File: config.mk
export PLATFORM = sky130hd
export DESIGN_NAME = pqe_horner_step
export DESIGN_NICKNAME = d
export VERILOG_FILES = /design/src/rtl/pqe_pkg.sv /design/src/rtl/pqe_horner_step.sv
export SDC_FILE = /design/constraint.sdc
export NUM_CORES = 2
export LEC_CHECK = 0
export BUFFER_PORTS_ARGS = -buffer_cell sky130_fd_sc_hd__buf_2
export CORE_ASPECT_RATIO = 0.75
export CORE_MARGIN = 5
export CORE_UTILIZATION = 39
export DETAILED_ROUTE_END_ITERATION = 8
export HOLD_SLACK_MARGIN = 0.02
export SYNTH_ARGS = -nofsm -noshare
export SYNTH_HDL_FRONTEND = slang
export SYNTH_SLANG_ARGS = --single-unit
File: constraint.sdc
create_clock -name clock -period 11.95 [get_ports clock]
set_input_delay 1.7925 -clock clock [delete_from_list [all_inputs] [get_ports clock]]
set_output_delay 1.7925 -clock clock [all_outputs]
set_load 0.02 [all_outputs]
File: src/rtl/pqe_pkg.sv
`timescale 1ns / 1ps

package pqe_pkg;

   localparam int TERMS     = 6;
   localparam int DATA_W    = 32;
   localparam int FRAC_W    = 16;
   localparam int ACC_W     = 35;
   localparam int ADDR_W    = 16;
   localparam int BANK_W    = 3;
   localparam int IDX_W     = 13;
   localparam int QUOT_W    = 11;
   localparam int PC_W      = 11;
   localparam int CSR_IDX_W = 2;
   localparam int TDATA_W   = 80;

   // idx / 6 == (idx * 10923) >> 16 for idx below 2^15
   localparam logic [13:0] DIV6_RECIP = 14'd10923;
   localparam int          DIV6_SHIFT = 16;

   localparam logic [FRAC_W:0]   FRAC_ONE          = 17'h1_0000;
   localparam logic [DATA_W-1:0] RESET_SAMPLE_RATE = 32'h0001_0000;
   localparam logic [PC_W-1:0]   RESET_POINT_COUNT = 11'd2;
   localparam logic [DATA_W-1:0] SAT_POS           = 32'h7FFF_FFFF;
   localparam logic [DATA_W-1:0] SAT_NEG           = 32'h8000_0000;

   typedef enum logic {
      OP_WRITE = 1'b0,
      OP_EVAL  = 1'b1
   } opcode_type;

   typedef enum logic [CSR_IDX_W-1:0] {
      CSR_START_TIME  = 2'd0,
      CSR_SAMPLE_RATE = 2'd1,
      CSR_POINT_COUNT = 2'd2
   } csr_index_type;

   typedef logic signed [DATA_W-1:0] coef_type;

   // element TERMS-2 is the next coefficient consumed, element 0 is c0
   typedef coef_type [TERMS-2:0] coef_vec_type;

   typedef struct packed {
      logic              valid;
      logic              is_eval;
      logic              wr_en;
      logic [BANK_W-1:0] bank;
      logic [ADDR_W-1:0] addr;
      coef_type          wdata;
      logic [FRAC_W:0]   frac;
   } front_out_type;

endpackage

File: src/rtl/pqe_horner_step.sv
`timescale 1ns / 1ps

module pqe_horner_step
   import pqe_pkg::*;
(
   input  logic                    clock,
   input  logic                    reset,
   input  logic                    ready_in,
   output logic                    ready_out,
   input  logic                    valid_in,
   input  logic signed [ACC_W-1:0] acc_in,
   input  logic [FRAC_W:0]         frac_in,
   input  coef_vec_type            coefs_in,
   output logic                    valid_out,
   output logic signed [ACC_W-1:0] acc_out,
   output logic [FRAC_W:0]         frac_out,
   output coef_vec_type            coefs_out
);

   logic                          ld;
   logic                          valid_ff;
   logic signed [ACC_W-1:0]       acc_ff, acc_in_next;
   logic [FRAC_W:0]               frac_ff;
   coef_vec_type                  coefs_ff, coefs_in_next;
   logic signed [ACC_W+FRAC_W+1:0] prod;

   assign ld        = !valid_ff || ready_in;
   assign ready_out = ld;

   // floor(acc * f / 2^16) + c
   assign prod          = acc_in * $signed({1'b0, frac_in});
   assign acc_in_next   = ACC_W'(prod >>> FRAC_W) + ACC_W'(coefs_in[TERMS-2]);
   assign coefs_in_next = {coefs_in[TERMS-3:0], coef_type'(0)};

   always_ff @(posedge clock) begin
      if (reset) begin
         valid_ff <= 1'b0;
      end else if (ld) begin
         valid_ff <= valid_in;
      end
      if (ld) begin
         acc_ff   <= acc_in_next;
         frac_ff  <= frac_in;
         coefs_ff <= coefs_in_next;
      end
   end

   assign valid_out = valid_ff;
   assign acc_out   = acc_ff;
   assign frac_out  = frac_ff;
   assign coefs_out = coefs_ff;

endmodule

==> impl_metrics.ini <==
[status]
outcome = completed

[global_routing]
grt_pass1_wl_um = 116000
antenna_found_initial = 2
grt_max_degree = 139
grt_pass1_vias = 19800
grt_use_total_pct = 20.4
grt.overflow.total = 0

[yosys]
yosysTopAreaCellShare_pct = 41.1
ys_types = 58
yosysWarnings = 0
yosysSeqAreaShare_pct = 20.2
synth_flop_cell = edfxtp_1
synth_edf_count = 180
synth.area.top_cells = fa_1, edfxtp_1, inv_1
synth-xor-area-share_pct = 2.39
synth_area_leader_cell = fa_1
synth_area_per_cell_um2 = 10.1
synthCells = 2652
ys_ff_latch = 181
netlist_top_cells_count = inv_1, fa_1, nand2_1, and2_1, edfxtp_1
synth_fa_ha_area_share_pct = 48.3
synth_area_um2 = 26900
yosysMostFrequentCell = inv_1
synth-compound-area-share_pct = 4.20
synthSimpleGateAreaFrac_pct = 13.7
synth.mux.area_fraction_pct = 0
synth_top_family_by_area = adder cells
synthArstFlopShare_pct = 0

[worst_setup_path]
reg2reg_to = frac_out[1]
end_kind = flop
crit_path_max_fanout = 36
crit_top_cell = fa_1
r2r_slack_ns = 9.87
criticalPathCategory = input pin to flop
r2r-start = valid_out
max_stage_delay_ns = 0.62
required_ns = 12.18
slowest_stage = buf_2
startpoint_type = input pin
r2r_cells = 2
critPathArrivalTime_ns = 10.78

[sta]
maxSlewHeadroom_pct = 31.6
fin_crit_sh_pct = 88.4
finalClockSkew_ns = 0.0214
finalCriticalPeriod_ns = 10.56
finalSetupViolCount = 0
worst_pin_slew_ns = 1.03
fmax_ghz = 0.0947
hold_viol_final = 0
slew_violations = 0
grt_setup_unrepaired = no
fin_tns_setup_ns = 0

[hold_path]
hold_path.class = flop to flop
hold_depth = 1
worstHoldStart = valid_out
holdPathEnd = coefs_out[103]

[floorplanning]
ios = 430
rows = 83
core_area_um2 = 68400
fp.dieH_um = 237
die-area_um2 = 74400
die_w_um = 313
start_util_pct = 39.3

[clocking]
postCtsSetupBuffers = 0
ctsResizeCount = 0
ctsHoldBuffers = 0
clkSlewWorstSetupHoldPaths_ns = 0.09
clk_path_buf_depth = 2
insertion_delay_ns = 0.49
cts_tree = done
numCtsBuffers = 17
clock_sinks = 181
cts_root_buffer = clkbuf_16
htreeDepth = 4

[route]
drt-initial-drc-count = 1207
finalWirelength_um = 74500
postRouteAntennaNets = 0
routed_via_density = 4.75
vias = 18500
detail_route.wl_per_cell_um = 19.1
drt-pass1-iter-count = 5
drc = 0

[final_layout]
fin_nets = 3913
area_growth_pct = 12.8
layout-drive-gt1-share_pct = 15.3
num-fill-cells = 6623

[placement]
routabilityCongestion = 0.867
dp_hpwl_um = 58700
portBuffers = 397

[job]
max_cap_violations = 0
stage by stage:
| step | hold WS (ns) | utilization (%) | setup slack [ns] | instances | instance area, um^2 |
|---|---|---|---|---|---|
| 6_report | 1.04 | 44.3 | 1.39 | 3899 | 30300 |
| 3_5_place_dp | 1.06 | 43.4 | 0.922 | 3864 | 29700 |
| 2_1_floorplan | 1.86 | - | 2.38 | 2683 | 27000 |
| 5_1_grt | 1.12 | 44.3 | 1.01 | 3896 | 30300 |
| 4_1_cts | 1.08 | 44.3 | 1.45 | 3896 | 30300 |
| 3_3_place_gp | 1.04 | 43.4 | 1.03 | 3864 | 29700 |
layer usage:
| layer | wire length [um] | part of all wire, % | global-route usage, % | vias up |
|---|---|---|---|---|
| met4 | 964 | 1.3 | 3.69 | 0 |
| met2 | 31900 | 43 | 30.1 | 631 |
| met5 | 0 | 0 | 0 | - |
| met3 | 6530 | 8.8 | 5.64 | 54 |
| li1 | - | - | - | 8488 |
| met1 | 35100 | 47 | 30.6 | 9356 |
worst max path at each step:
stage	slack [ns]	startpoint	end
finish	1.39	frac_in[5]	acc_out[34]
global route	1.01	frac_in[5]	acc_out[34]
CTS	1.45	frac_in[7]	acc_out[34]
detailed placement	0.92	frac_in[5]	acc_out[34]
global placement	1.03	frac_in[5]	acc_out[34]
floorplan	2.38	frac_in[9]	acc_out[33]
sequential cells by signal (all words and copies together), names as in the netlist:
register / count
coefs_out: 128
acc_out: 35
frac_out: 17
valid_out: 1
placed cells by master (no fill, tap or decap), types with 5 or more instances in the layout:
| cell type | count |
|---|---|
| inv_1 | 657 |
| fa_1 | 553 |
| buf_2 | 397 |
| nand2_1 | 338 |
| and2_1 | 293 |
| edfxtp_1 | 180 |
| ha_1 | 153 |
| a21oi_1 | 53 |
| nor2_1 | 51 |
| xnor2_1 | 50 |
| conb_1 | 32 |
| o21ai_0 | 27 |
| a21o_1 | 27 |
| xor2_1 | 21 |
| clkbuf_16 | 17 |
| buf_4 | 13 |
| a211oi_1 | 11 |
| nand3_1 | 11 |
| nand2b_1 | 10 |
| nor3_1 | 8 |
| o21a_1 | 7 |
| a31oi_1 | 7 |
| clkinv_8 | 7 |
| nand4_1 | 6 |
| o21bai_1 | 6 |
| and3_1 | 5 |
logic make-up (layout without fill, tap and decap cells):
| group | Yosys count | in the layout |
|---|---|---|
| buffers and inverters | 780 | 1101 |
| AO/OA/AOI/OAI | 169 | 169 |
| XOR/XNOR | 72 | 72 |
| other | 1 | 35 |
| flip-flops | 181 | 181 |
| AND/OR/NAND/NOR | 743 | 743 |
| adder cells (fa/ha/maj) | 706 | 706 |
final cells by class:
class                   instances  area, um^2  area share (%)
diodes                          3        7.51          0.0247
clock buffers                  17         425            1.40
clock inverters                15         216           0.713
inverters                     657        2470            8.13
multi-input cells            1722       18600            61.2
flip-flops and latches        181        5430            17.9
well taps                     892        1120            3.68
repair buffers                412        2120            7.00
worst max-delay path: cells and delay by family:
family,cells,cell delay (ns)
xor+xnor,2,0.52
fa+ha+maj,8,3.45
buf+inv,5,0.85
simple gates,5,0.91
compound gates,11,3.24
Power is left out: the tool's default activity adds up to more than one toggle a clock period on the data nets, which glitch-free logic cannot reach.
