$ cat src/rtl/pqe_pkg.sv
`timescale 1ns / 1ps

package pqe_pkg;

   localparam int TERMS     = 6;
   localparam int DATA_W    = 32;
   localparam int FRAC_W    = 16;
   localparam int ACC_W     = 35;
   localparam int ADDR_W    = 16;
   localparam int BANK_W    = 3;
   localparam int IDX_W     = 13;
   localparam int QUOT_W    = 11;
   localparam int PC_W      = 11;
   localparam int CSR_IDX_W = 2;
   localparam int TDATA_W   = 80;

   // idx / 6 == (idx * 10923) >> 16 for idx below 2^15
   localparam logic [13:0] DIV6_RECIP = 14'd10923;
   localparam int          DIV6_SHIFT = 16;

   localparam logic [FRAC_W:0]   FRAC_ONE          = 17'h1_0000;
   localparam logic [DATA_W-1:0] RESET_SAMPLE_RATE = 32'h0001_0000;
   localparam logic [PC_W-1:0]   RESET_POINT_COUNT = 11'd2;
   localparam logic [DATA_W-1:0] SAT_POS           = 32'h7FFF_FFFF;
   localparam logic [DATA_W-1:0] SAT_NEG           = 32'h8000_0000;

   typedef enum logic {
      OP_WRITE = 1'b0,
      OP_EVAL  = 1'b1
   } opcode_type;

   typedef enum logic [CSR_IDX_W-1:0] {
      CSR_START_TIME  = 2'd0,
      CSR_SAMPLE_RATE = 2'd1,
      CSR_POINT_COUNT = 2'd2
   } csr_index_type;

   typedef logic signed [DATA_W-1:0] coef_type;

   // element TERMS-2 is the next coefficient consumed, element 0 is c0
   typedef coef_type [TERMS-2:0] coef_vec_type;

   typedef struct packed {
      logic              valid;
      logic              is_eval;
      logic              wr_en;
      logic [BANK_W-1:0] bank;
      logic [ADDR_W-1:0] addr;
      coef_type          wdata;
      logic [FRAC_W:0]   frac;
   } front_out_type;

endpackage

$ cat src/rtl/pqe_front.sv
`timescale 1ns / 1ps

module pqe_front
   import pqe_pkg::*;
#(
   parameter int MAX_POINTS = 1024
) (
   input  logic                clock,
   input  logic                reset,
   input  logic                req_tvalid,
   output logic                req_tready,
   input  logic [TDATA_W-1:0]  req_tdata,
   input  logic                req_tuser,
   input  logic [DATA_W-1:0]   start_time,
   input  logic [DATA_W-1:0]   sample_rate,
   input  logic [PC_W-1:0]     point_count,
   input  logic                ready_in,
   output front_out_type       front_out
);

   localparam int STORE_DEPTH = TERMS * MAX_POINTS;

   logic [IDX_W-1:0]  coef_index;
   logic [DATA_W-1:0] coef_value;
   logic [DATA_W-1:0] time_req;

   assign coef_index = req_tdata[IDX_W-1:0];
   assign coef_value = req_tdata[IDX_W+DATA_W-1:IDX_W];
   assign time_req   = req_tdata[IDX_W+2*DATA_W-1:IDX_W+DATA_W];

   logic ld1, ld2, ld3;

   // stage 1: offset and write-address quotient
   logic                     v1_ff, eval1_ff;
   logic signed [DATA_W:0]   d1_ff, d1_in;
   logic [IDX_W-1:0]         idx1_ff;
   coef_type                 val1_ff;
   logic [QUOT_W-1:0]        q1_ff, q1_in;
   logic [IDX_W+13:0]        q_prod;

   // stage 2: scaling product, bank select
   logic                     v2_ff, eval2_ff, pos2_ff, wok2_ff;
   logic [2*DATA_W-1:0]      p2_ff;
   logic [BANK_W-1:0]        bank2_ff;
   logic [IDX_W-1:0]         q_times6;
   logic [QUOT_W-1:0]        q2_ff;
   coef_type                 val2_ff;

   // stage 3: clamp
   front_out_type            s3_ff, s3_in;
   logic [DATA_W-1:0]        npts, last;

   assign ld3        = !s3_ff.valid || ready_in;
   assign ld2        = !v2_ff || ld3;
   assign ld1        = !v1_ff || ld2;
   assign req_tready = ld1;

   assign d1_in  = $signed({time_req[DATA_W-1], time_req})
                 - $signed({start_time[DATA_W-1], start_time});
   assign q_prod = coef_index * DIV6_RECIP;
   assign q1_in  = q_prod[DIV6_SHIFT+QUOT_W-1:DIV6_SHIFT];

   always_ff @(posedge clock) begin
      if (reset) begin
         v1_ff <= 1'b0;
      end else if (ld1) begin
         v1_ff <= req_tvalid;
      end
      if (ld1) begin
         eval1_ff <= (opcode_type'(req_tuser) == OP_EVAL);
         d1_ff    <= d1_in;
         idx1_ff  <= coef_index;
         val1_ff  <= coef_value;
         q1_ff    <= q1_in;
      end
   end

   assign q_times6 = {q1_ff, 2'b00} + {1'b0, q1_ff, 1'b0};

   always_ff @(posedge clock) begin
      if (reset) begin
         v2_ff <= 1'b0;
      end else if (ld2) begin
         v2_ff <= v1_ff;
      end
      if (ld2) begin
         eval2_ff <= eval1_ff;
         pos2_ff  <= (d1_ff > 0) && (sample_rate != '0);
         p2_ff    <= d1_ff[DATA_W-1:0] * sample_rate;
         bank2_ff <= BANK_W'(idx1_ff - q_times6);
         wok2_ff  <= (32'(idx1_ff) < 32'(STORE_DEPTH));
         q2_ff    <= q1_ff;
         val2_ff  <= val1_ff;
      end
   end

   always_comb begin
      if (point_count < PC_W'(2)) begin
         npts = 32'd2;
      end else if (32'(point_count) > 32'(MAX_POINTS)) begin
         npts = 32'(MAX_POINTS);
      end else begin
         npts = 32'(point_count);
      end
      last = npts - 32'd2;

      s3_in.valid   = v2_ff;
      s3_in.is_eval = eval2_ff;
      s3_in.wr_en   = !eval2_ff && wok2_ff;
      s3_in.bank    = bank2_ff;
      s3_in.wdata   = val2_ff;
      if (!eval2_ff) begin
         s3_in.addr = ADDR_W'(q2_ff);
         s3_in.frac = '0;
      end else if (!pos2_ff) begin
         s3_in.addr = '0;
         s3_in.frac = '0;
      end else if (p2_ff[2*DATA_W-1:DATA_W] > last) begin
         s3_in.addr = last[ADDR_W-1:0];
         s3_in.frac = FRAC_ONE;
      end else begin
         s3_in.addr = p2_ff[DATA_W+ADDR_W-1:DATA_W];
         s3_in.frac = {1'b0, p2_ff[DATA_W-1:FRAC_W]};
      end
   end

   always_ff @(posedge clock) begin
      if (reset) begin
         s3_ff.valid <= 1'b0;
      end else if (ld3) begin
         s3_ff.valid <= s3_in.valid;
      end
      if (ld3) begin
         s3_ff.is_eval <= s3_in.is_eval;
         s3_ff.wr_en   <= s3_in.wr_en;
         s3_ff.bank    <= s3_in.bank;
         s3_ff.addr    <= s3_in.addr;
         s3_ff.wdata   <= s3_in.wdata;
         s3_ff.frac    <= s3_in.frac;
      end
   end

   assign front_out = s3_ff;

endmodule

$ cat config.mk
export PLATFORM = sky130hd
export DESIGN_NAME = pqe_front
export DESIGN_NICKNAME = d
export VERILOG_FILES = /design/src/rtl/pqe_pkg.sv /design/src/rtl/pqe_front.sv
export SDC_FILE = /design/constraint.sdc
export NUM_CORES = 2
export LEC_CHECK = 0
export BUFFER_PORTS_ARGS = -buffer_cell sky130_fd_sc_hd__buf_2
export CORE_MARGIN = 2
export CORE_UTILIZATION = 45
export DETAILED_ROUTE_END_ITERATION = 10
export PLACE_DENSITY = 0.72
export SKIP_CTS_REPAIR_TIMING = 1
export SYNTH_ARGS = -nofsm -noshare
export SYNTH_HDL_FRONTEND = slang
export SYNTH_SLANG_ARGS = --single-unit
$ cat constraint.sdc
create_clock -name clock -period 18.95 [get_ports clock]
set_input_delay 3.79 -clock clock [delete_from_list [all_inputs] [get_ports clock]]
set_output_delay 3.79 -clock clock [all_outputs]
set_load 0.005 [all_outputs]
==> results.cfg <==
[sta]
min_period_over_period_pct = 59.9
slew_headroom_pct = 24.3
rsz0062_at_grt = no
post-route-min-period_ps = 11340
setup_tns_ps = 0
fmax_mhz = 88.2
finalHoldViolCount = 0
slew_viol_final = 0
tightest_slew_ps = 1130
fin_skew_ps = 15.1
setup_viol = 0

[floorplanning]
fp.dieH_um = 325
core_area_um2 = 102000
die_w_um = 325
rows = 117
top_level_ports = 232
initial_utilization_pct = 45.4
die_area_um2 = 105000

[synth]
synth_cells = 4646
ys_ff_latch = 252
yosysWarnings = 0
syn_area_per_cell_um2 = 9.96
synth_cell_types = 74
async_reset_ff_share_pct = 0
synth_ff_type = edfxtp_1
ys_seq_area_share_pct = 16.3
syn_area_um2 = 46300
synth_edf_count = 249

[worst_setup_path]
cp_slowest_cell = buf_2
rr_startpoint = d1_ff[16]
reg2reg_depth = 25
worstReg2RegEnd = p2_ff[57]
worstPathBufferInverterCount = 6
cp-start-kind = input pin
end_kind = flip-flop
worst_path_largest_cell_delay_ps = 680
rrSetupSlack_ps = 10680
crit_fanout = 33
cp.arrival_ps = 11670
cp_common_cell = fa_1
worstSetupPathType = in -> reg
path_delay_family = adder cells
crit_required_ps = 19270

[min_path]
hp-start = val1_ff[20]
hold_path.class = reg -> reg
whs_endpoint = val2_ff[20]
hold_depth = 0

[cells_and_area]
nets = 6224
seq_area_um2 = 7540
drive_gt1_share_pct = 7.02
final_common_cell = inv_1
syn2layout_area_growth_pct = 6.97
utilization_pct = 48.6
final_cell_mix = inv_1, fa_1, and2_1, nand2_1, ha_1
multi_input_area_um2 = 34100
n_fill_cell = 9447

[status]
run_status = finished clean

[clock_network]
root_buffer = clkbuf_16
htreeDepth = 1
clockBufferDepth = 3
clkTransAtPathRegs_ps = 60
cts_tree = done
clk_latency_ps = 580
clock-sinks = 252
cts_made_buffers = 27

[drt]
wl_per_cell_um = 19.4
drt-total-wl_mm = 119
drtPass1Iterations = 5
ant_nets = 0
via_count = 32380
via_per_inst = 5.29
drt_iter0_drc = 1975
drc_errors = 0

[place]
dp_hpwl_mm = 87.8
portBuffers = 228
gp_congestion = 0.920

[global_routing]
grt_util_all_layers_pct = 23.1
antenna_found_initial = 12
grt_max_degree = 73
grt_pass1_wl_mm = 193
gr-total-overflow = 0
grt_pass1_vias = 35041

[flow_run]
drv_cap = 0
## worst max path at each step
stage,from,to,cells past startpoint
finish,sample_rate[8],p2_ff[57],26
floorplan,sample_rate[2],p2_ff[57],27
global route,sample_rate[24],p2_ff[62],24
global placement,sample_rate[23],p2_ff[62],24
CTS,sample_rate[8],p2_ff[57],26
detailed placement,sample_rate[8],p2_ff[57],26
## flip-flops by register name (all words and copies together), names as in the netlist
| name | count |
|---|---|
| front_out | 71 |
| p2_ff | 48 |
| d1_ff | 33 |
| val1_ff | 32 |
| val2_ff | 32 |
| q1_ff | 11 |
| q2_ff | 11 |
| idx1_ff | 5 |
| bank2_ff | 3 |
| eval1_ff | 1 |
| eval2_ff | 1 |
| pos2_ff | 1 |
| v1_ff | 1 |
| v2_ff | 1 |
| wok2_ff | 1 |
## metal layers
layer | vias to the layer above | GRT usage [%] | part of all wire (%)
li1 | 14257 | - | -
met1 | 16685 | 29.4 | 39
met2 | 1154 | 39.6 | 49
met3 | 276 | 3.48 | 6.8
met4 | 8 | 9.12 | 4.7
met5 | - | 0 | 0.048
## worst register-to-register path, stage by stage, from the launching register on
cell,delay [ps]
edfxtp_1,330
buf_4,440
and2_1,260
fa_1,450
fa_1,500
fa_1,520
inv_1,60
fa_1,480
inv_1,50
fa_1,480
fa_1,500
fa_1,490
inv_1,50
fa_1,590
inv_1,70
ha_1,370
a21oi_1,290
o211ai_1,140
a21oi_1,430
nor2_1,180
o311ai_2,380
nand2_1,150
a221oi_2,420
nand2b_1,170
a21oi_2,170
xnor2_1,70
## kinds of logic after synthesis
logic type               share of synthesized area (%)
AND/OR/NAND/NOR                                   15.4
adder cells (fa/ha/maj)                           51.6
buffers and inverters                             10.1
AO/OA/AOI/OAI                                     4.98
flip-flops                                        16.3
XOR/XNOR                                          1.65
other                                          0.00810
## Yosys cell counts (all sizes together), types with 5 or more instances
| master | n | share of area [%] |
|---|---|---|
| a221o | 10 | 0.22 |
| nand3 | 32 | 0.35 |
| nor2 | 69 | 0.56 |
| nor2b | 13 | 0.18 |
| or3 | 5 | 0.068 |
| o21bai | 13 | 0.22 |
| xnor2 | 56 | 1.1 |
| o21ai | 65 | 0.73 |
| xor2 | 31 | 0.59 |
| a21oi | 111 | 1.2 |
| and2 | 614 | 8.3 |
| buf | 8 | 0.084 |
| clkbuf | 220 | 1.8 |
| inv | 1010 | 8.2 |
| nor3 | 32 | 0.36 |
| nand2b | 9 | 0.12 |
| nor4 | 21 | 0.28 |
| edfxtp | 249 | 16 |
| a31oi | 8 | 0.12 |
| and3 | 20 | 0.27 |
| nand2 | 508 | 4.1 |
| ha | 402 | 11 |
| fa | 942 | 41 |
| a21o | 56 | 0.91 |
| o31ai | 7 | 0.11 |
| a211oi | 7 | 0.11 |
| o21a | 18 | 0.29 |
| or2 | 5 | 0.068 |
| nand4 | 46 | 0.62 |
## metrics by stage
stage,cells,area (um^2),worst slack [ps],hold slack [ps]
2_1_floorplan,4654,46300,8540,400
6_report,6116,49500,7610,415
3_5_place_dp,6059,48600,7110,405
5_1_grt,6114,49500,7260,427
4_1_cts,6109,49500,7710,407
3_3_place_gp,6059,48600,7210,400
## layout make-up
cell class / count / area share (%)
Antenna cell: 7 / 0.0354
Clock buffer: 30 / 1.39
Clock inverter: 20 / 0.432
Inverter: 1011 / 7.67
Multi-Input combinational cell: 3163 / 68.9
Sequential cell: 252 / 15.2
Tap cell: 1368 / 3.46
Timing Repair Buffer: 265 / 2.87
Power is not shown: default switching activity piles up to over one toggle a cycle in this logic, so the estimate is an artifact.
